**src/sv/lzwc_pkg.sv**
```systemverilog
// Shared constants, types and microcode definitions for the LZW phrase counter.
`timescale 1ns / 1ps

package lzwc_pkg;

    localparam int DICT_DEPTH      = 4096;
    localparam int BYTE_CODES      = 256;
    localparam int SYMBOL_W        = 8;
    localparam int PHRASE_COUNT_W  = 13;
    localparam int IDX_W           = $clog2(DICT_DEPTH);
    localparam int CNT_W           = $clog2(DICT_DEPTH + 1);
    localparam int CODE_W          = $clog2(BYTE_CODES + DICT_DEPTH);
    localparam int ENTRY_W         = CODE_W + SYMBOL_W;

    // Datapath operation selected by the current control word.
    typedef enum logic [2:0] {
        OP_NONE,
        OP_ACCEPT,
        OP_SCAN,
        OP_MISS,
        OP_FIRST,
        OP_EMIT
    } op_t;

    // Conditions tested by the sequencer.
    typedef enum logic [2:0] {
        COND_NEVER,
        COND_ALWAYS,
        COND_NO_INPUT,
        COND_FIRST,
        COND_HIT,
        COND_BUSY,
        COND_OUT_FULL
    } cond_t;

    // Program steps.
    typedef enum logic [2:0] {
        STEP_IDLE,
        STEP_DISPATCH,
        STEP_SCAN,
        STEP_MISS,
        STEP_FIRST,
        STEP_RESULT
    } step_t;

    typedef struct packed {
        op_t   op;
        cond_t wait_cond;
        cond_t jmp_cond;
        step_t jmp_target;
    } ctrl_word_t;

    // Status flags fed back from the datapath to the sequencer.
    typedef struct packed {
        logic in_valid;
        logic first;
        logic hit;
        logic busy;
        logic out_full;
    } status_t;

    // Microcode: hold on wait_cond, else jump on jmp_cond, else advance.
    function automatic ctrl_word_t program_word(step_t step);
        ctrl_word_t w;
        w = '{op: OP_NONE, wait_cond: COND_NEVER, jmp_cond: COND_ALWAYS,
              jmp_target: STEP_IDLE};
        unique case (step)
            STEP_IDLE:
                w = '{op: OP_ACCEPT, wait_cond: COND_NO_INPUT,
                      jmp_cond: COND_NEVER, jmp_target: STEP_IDLE};
            STEP_DISPATCH:
                w = '{op: OP_NONE, wait_cond: COND_NEVER,
                      jmp_cond: COND_FIRST, jmp_target: STEP_FIRST};
            STEP_SCAN:
                w = '{op: OP_SCAN, wait_cond: COND_BUSY,
                      jmp_cond: COND_HIT, jmp_target: STEP_RESULT};
            STEP_MISS:
                w = '{op: OP_MISS, wait_cond: COND_NEVER,
                      jmp_cond: COND_ALWAYS, jmp_target: STEP_RESULT};
            STEP_FIRST:
                w = '{op: OP_FIRST, wait_cond: COND_NEVER,
                      jmp_cond: COND_NEVER, jmp_target: STEP_IDLE};
            STEP_RESULT:
                w = '{op: OP_EMIT, wait_cond: COND_OUT_FULL,
                      jmp_cond: COND_ALWAYS, jmp_target: STEP_IDLE};
            default:
                w = '{op: OP_NONE, wait_cond: COND_NEVER,
                      jmp_cond: COND_ALWAYS, jmp_target: STEP_IDLE};
        endcase
        return w;
    endfunction

endpackage

```
**src/sv/lzwc_seq.sv**
```systemverilog
// Microcode sequencer: step register, program table and condition select.
`timescale 1ns / 1ps

module lzwc_seq (
    input  logic                 clk,
    input  logic                 rst_n,
    input  lzwc_pkg::status_t    status,
    output lzwc_pkg::ctrl_word_t ctrl
);
    import lzwc_pkg::*;

    step_t step_reg;
    step_t step_next;
    logic  wait_hit;
    logic  jmp_hit;

    function automatic logic test_cond(cond_t c, status_t s);
        logic r;
        r = 1'b0;
        unique case (c)
            COND_NEVER:    r = 1'b0;
            COND_ALWAYS:   r = 1'b1;
            COND_NO_INPUT: r = !s.in_valid;
            COND_FIRST:    r = s.first;
            COND_HIT:      r = s.hit;
            COND_BUSY:     r = s.busy;
            COND_OUT_FULL: r = s.out_full;
            default:       r = 1'b0;
        endcase
        return r;
    endfunction

    // Output: the control word of the current step.
    always_comb
    begin
        ctrl = program_word(step_reg);
    end

    // Next step.
    always_comb
    begin
        wait_hit = test_cond(ctrl.wait_cond, status);
        jmp_hit  = test_cond(ctrl.jmp_cond, status);
        priority if (wait_hit)
        begin
            step_next = step_reg;
        end
        else if (jmp_hit)
        begin
            step_next = ctrl.jmp_target;
        end
        else
        begin
            step_next = step_t'(step_reg + 3'd1);
        end
    end

    always_ff @(posedge clk or negedge rst_n)
    begin
        if (!rst_n)
        begin
            step_reg <= STEP_IDLE;
        end
        else
        begin
            step_reg <= step_next;
        end
    end

`ifndef SYNTHESIS
    a_step_in_program: assert property (@(posedge clk) disable iff (!rst_n)
        step_reg == STEP_IDLE || step_reg == STEP_DISPATCH || step_reg == STEP_SCAN ||
        step_reg == STEP_MISS || step_reg == STEP_FIRST || step_reg == STEP_RESULT)
        else $error("sequencer left the program");
    a_result_follows_miss: assert property (@(posedge clk) disable iff (!rst_n)
        step_reg == STEP_MISS |=> step_reg == STEP_RESULT)
        else $error("miss step not followed by result step");
    a_dispatch_follows_accept: assert property (@(posedge clk) disable iff (!rst_n)
        (step_reg == STEP_IDLE && status.in_valid) |=> step_reg == STEP_DISPATCH)
        else $error("accepted item not dispatched");
`endif

endmodule

```
**config.mk**
```make
export PLATFORM = sky130hd
export DESIGN_NAME = lzwc_seq
export DESIGN_NICKNAME = d
export VERILOG_FILES = /design/src/sv/lzwc_pkg.sv /design/src/sv/lzwc_seq.sv
export SDC_FILE = /design/constraint.sdc
export NUM_CORES = 1
export LEC_CHECK = 0
export BUFFER_PORTS_ARGS = -buffer_cell sky130_fd_sc_hd__buf_2
export CAP_MARGIN = 5
export CORE_AREA = 2 2 39 41
export DETAILED_ROUTE_END_ITERATION = 8
export DIE_AREA = 0 0 41 43
export PLACE_DENSITY_LB_ADDON = 0.2
export SLEW_MARGIN = 20
export SYNTH_ARGS = -nofsm -noshare
export SYNTH_HDL_FRONTEND = slang
export SYNTH_SLANG_ARGS = --single-unit
```
**constraint.sdc**
```tcl
create_clock -name clk -period 4 [get_ports clk]
set_input_delay 0.6 -clock clk [delete_from_list [all_inputs] [get_ports clk]]
set_output_delay 0.6 -clock clk [all_outputs]
set_load 0.01 [all_outputs]
```
Word-level counts from Yosys, hierarchy flattened. Cells that the tools add are included.

Add/sub/neg operators: 1. Equal/unequal tests: 17. Mux-type cells: 4. Reduce and logical (&&, ||, !) cells: 2.

Operator list (number): $pmux 12 s6 (1); $eq 3x3->1 const B (8); $eq 3x2->1 const B (6); $pmux 1 s6 (2); $eq 3x1->1 const B (3); $add 3x1->3 const B (1); $logic_not 3->1 (1); $mux 3 (1); $logic_not 1->1 (1).

Flip-flop bits (word level): 3. Input bits: 7. Output and inout bits: 12.

Depth between registers and ports, before layout.
Depth after elaboration: 5. Mapped depth: 7.

Worst setup path after synthesis. No wires, ideal clock.

Path kind: register -> output. Start point: reg step_reg[0]. End point: out ctrl[9] in the netlist's numbering. Data arrival time: 1324 ps. Required time: 3400 ps. Setup slack: 2076 ps. Stages on the path, launching flop included: 6. Path through: dfrtp_1 -> inv_1 -> ha_1 -> buf_2 -> mux2_2 -> or2_1.

RTL lines: start, declared (RTL line lzwc_seq.sv:12) `step_t step_reg;`; start signal, assigned (RTL line lzwc_seq.sv:66) `step_reg <= step_next;`; end, declared (RTL line lzwc_seq.sv:8) `output lzwc_pkg::ctrl_word_t ctrl`.

==> impl_metrics.yaml <==
outcome:
  status: "finished clean"
yosys:
  synth_area_per_cell_um2: 9.003
  synth_edf_count: 0
  syn-cell-area_um2: 414.1
  yosys.area.top_type: "dfrtp_1"
  seq_area_frac_synth_pct: 18.13
  yosys-top-cells-count: "ha_1 (5), nor2_1 (5), inv_1 (4)"
  yosys_most_used_dff: "dfrtp_1"
  synth-seq-cells: 3
  postSynthCellCount: 46
  yosysWarnings: 0
  synth_top_cell_area_share_pct: 18.13
  synthTopCellsByArea: "dfrtp_1 (18%), ha_1 (15%), buf_4 (5.4%)"
  synthArstFlopShare_pct: 100.0
  synthesis.nets: 58
  synth_cell_type_count: 29
timing:
  maxSlewViolCount: 0
  fin_crit_ns: 2.347
  tns_ns: 0
  fmax_ghz: 0.4260
  setup_viol: 0
  grt_setup_unrepaired: "false"
  period_share_pct: 58.68
  hold-worst-slack_ns: 0.1622
  fin_skew_ns: 0.0009931
  hold_violations: 0
route:
  drc_errors: 0
  via_count: 373
  via_per_inst: 4.782
  detail_route.wl_per_cell_um: 11.09
  dr.pass1.iters: 2
  drtIter0Drc: 1
  wl_um: 865
  antenna_left: 0
cells_and_area:
  area_growth_pct: 22.36
  layout-drive-gt1-share_pct: 40.32
  antenna_cells: 0
  largest_reg_flops: 3
  nets: 75
setup_path:
  cp_max_fo: 8
  criticalPathCategory: "reg2out"
  critical_path.startpoint: "step_reg[2]$_DFFE_PN0N_"
  r2r_end: "step_reg[0]$_DFFE_PN0N_"
  crit_path_end: "ctrl[2]"
  r2r-start: "step_reg[2]$_DFFE_PN0N_"
  worstPathArrival_ns: 1.75
  r2r_setup_slack_ns: 2.14
  cp.required_ns: 3.40
  end_kind: "primary output"
  critPathLaunchType: "flip-flop"
  reg2regPathDepth: 6
die:
  die_area_um2: 1763
  start_util_pct: 29.93
  io_pins: 19
  core_um2: 1384
  die_x_um: 41
  chipHeight_um: 43
  row_count: 14
power_and_ir_drop:
  irDropWorstVdd_mv: 0.2458
  p_leak_nw: 0.2638
  powerDensity_nw_per_um2: 878.5
clock_tree:
  clkTransAtPathRegs_ns: 0.03
  post_cts_resized: 0
  cts.sinks: 3
  hold_buffers: 0
  clock_path_buffers: 2
  cts_tree: "yes"
  cts_buffers: 3
  htreeDepth: 1
  post_cts_buffers: 0
  worstSkewPairLatency_ns: 0.23
  cts_root_buf: "clkbuf_4"
placement:
  gp_congestion: 0.6539
  hpwl_um: 699.7
  port_buffers: 17
run:
  max_cap_viol_count: 0
global_routing:
  grt-ovfl-total: 0
  track_usage_pct: 10.55
  grt_pass1_wl_um: 1255
  grt_start_max_net_pins: 11
  antenna_found_initial: 0
  grt_pass1_vias: 323
hold_path:
  hold_class: "in2async"
[placed cells by master, fill, tap and decap left out]
master and count:
and3_4 1, mux2_2 1, o21bai_1 1, nand3b_1 1, clkbuf_1 1, clkbuf_4 3
o21a_1 1, o31a_1 1, nor4b_2 1, conb_1 1, or2_1 1, mux2i_1 1
a311oi_2 1, nor2b_4 1, nor2b_1 2, o2111a_1 1, o211ai_1 1, a21o_1 1
nand4bb_1 1, inv_1 4, buf_2 17, ha_1 5, a31oi_1 1, or3_1 1
o41ai_1 1, o21ai_1 1, dfrtp_1 3, o21ai_0 2, nor2_1 5
[worst min path at each step]
| stage | to | cells past startpoint |
|---|---|---|
| CTS | step_reg[1]$_DFFE_PN0N_ | 1 |
| finish | step_reg[1]$_DFFE_PN0N_ | 1 |
| global placement | step_reg[1]$_DFFE_PN0N_ | 1 |
| floorplan | step_reg[0]$_DFFE_PN0N_ | 0 |
| detailed placement | step_reg[1]$_DFFE_PN0N_ | 1 |
| global route | step_reg[1]$_DFFE_PN0N_ | 1 |
[cell type report]
| cell class | count | area [um^2] |
|---|---|---|
| timing repair buffer | 17 | 85.08 |
| multi-input combinational | 34 | 285.3 |
| sequential | 3 | 75.07 |
| clock buffer | 4 | 26.28 |
| tap | 16 | 20.02 |
| inverter | 4 | 15.01 |
| fill | 146 | 877.1 |
[where the power goes]
group          internal [mW]  switching (mW)
Clock                 0.0373          0.0139
Combinational          0.152           0.172
Sequential            0.0463          0.0236
Total                  0.236           0.209
[per-stage QoR]
step / power, mW / util (%) / instance area, um^2 / worst slack [ns] / std cells
floorplan: 0.3208 / - / 414.1 / 2.076 / 46
global placement: 0.3997 / 34.72 / 480.5 / 1.927 / 74
detailed placement: 0.3970 / 34.72 / 480.5 / 1.897 / 74
CTS: 0.4519 / 36.62 / 506.7 / 1.648 / 78
global route: 0.4883 / 36.62 / 506.7 / 1.604 / 78
finish: 0.4452 / 36.62 / 506.7 / 1.653 / 78
[cell families after synthesis]
kind of cell / Yosys count / share of synthesized area (%)
AO/OA/AOI/OAI: 12 / 22.96
AND/OR/NAND/NOR: 14 / 24.77
multiplexers: 2 / 5.136
adder cells (fa/ha/maj): 5 / 15.11
flip-flops: 3 / 18.13
other: 1 / 0.9055
buffers and inverters: 9 / 12.99
[worst max-delay path: stages, from the launching register on]
cell and delay (ns):
dfrtp_1 0.53, inv_1 0.13, ha_1 0.30, or3_1 0.41
buf_2 0.15
[layer usage]
metal | track usage, % | vias to the layer above | part of all wire [%]
met2 | 15.94 | 7 | 49
met3 | 0 | 0 | 4.0
li1 | - | 195 | -
met4 | 10.00 | 0 | 0
met1 | 12.58 | 171 | 47
met5 | 0 | - | 0
Power figures use the tool's default switching activity.
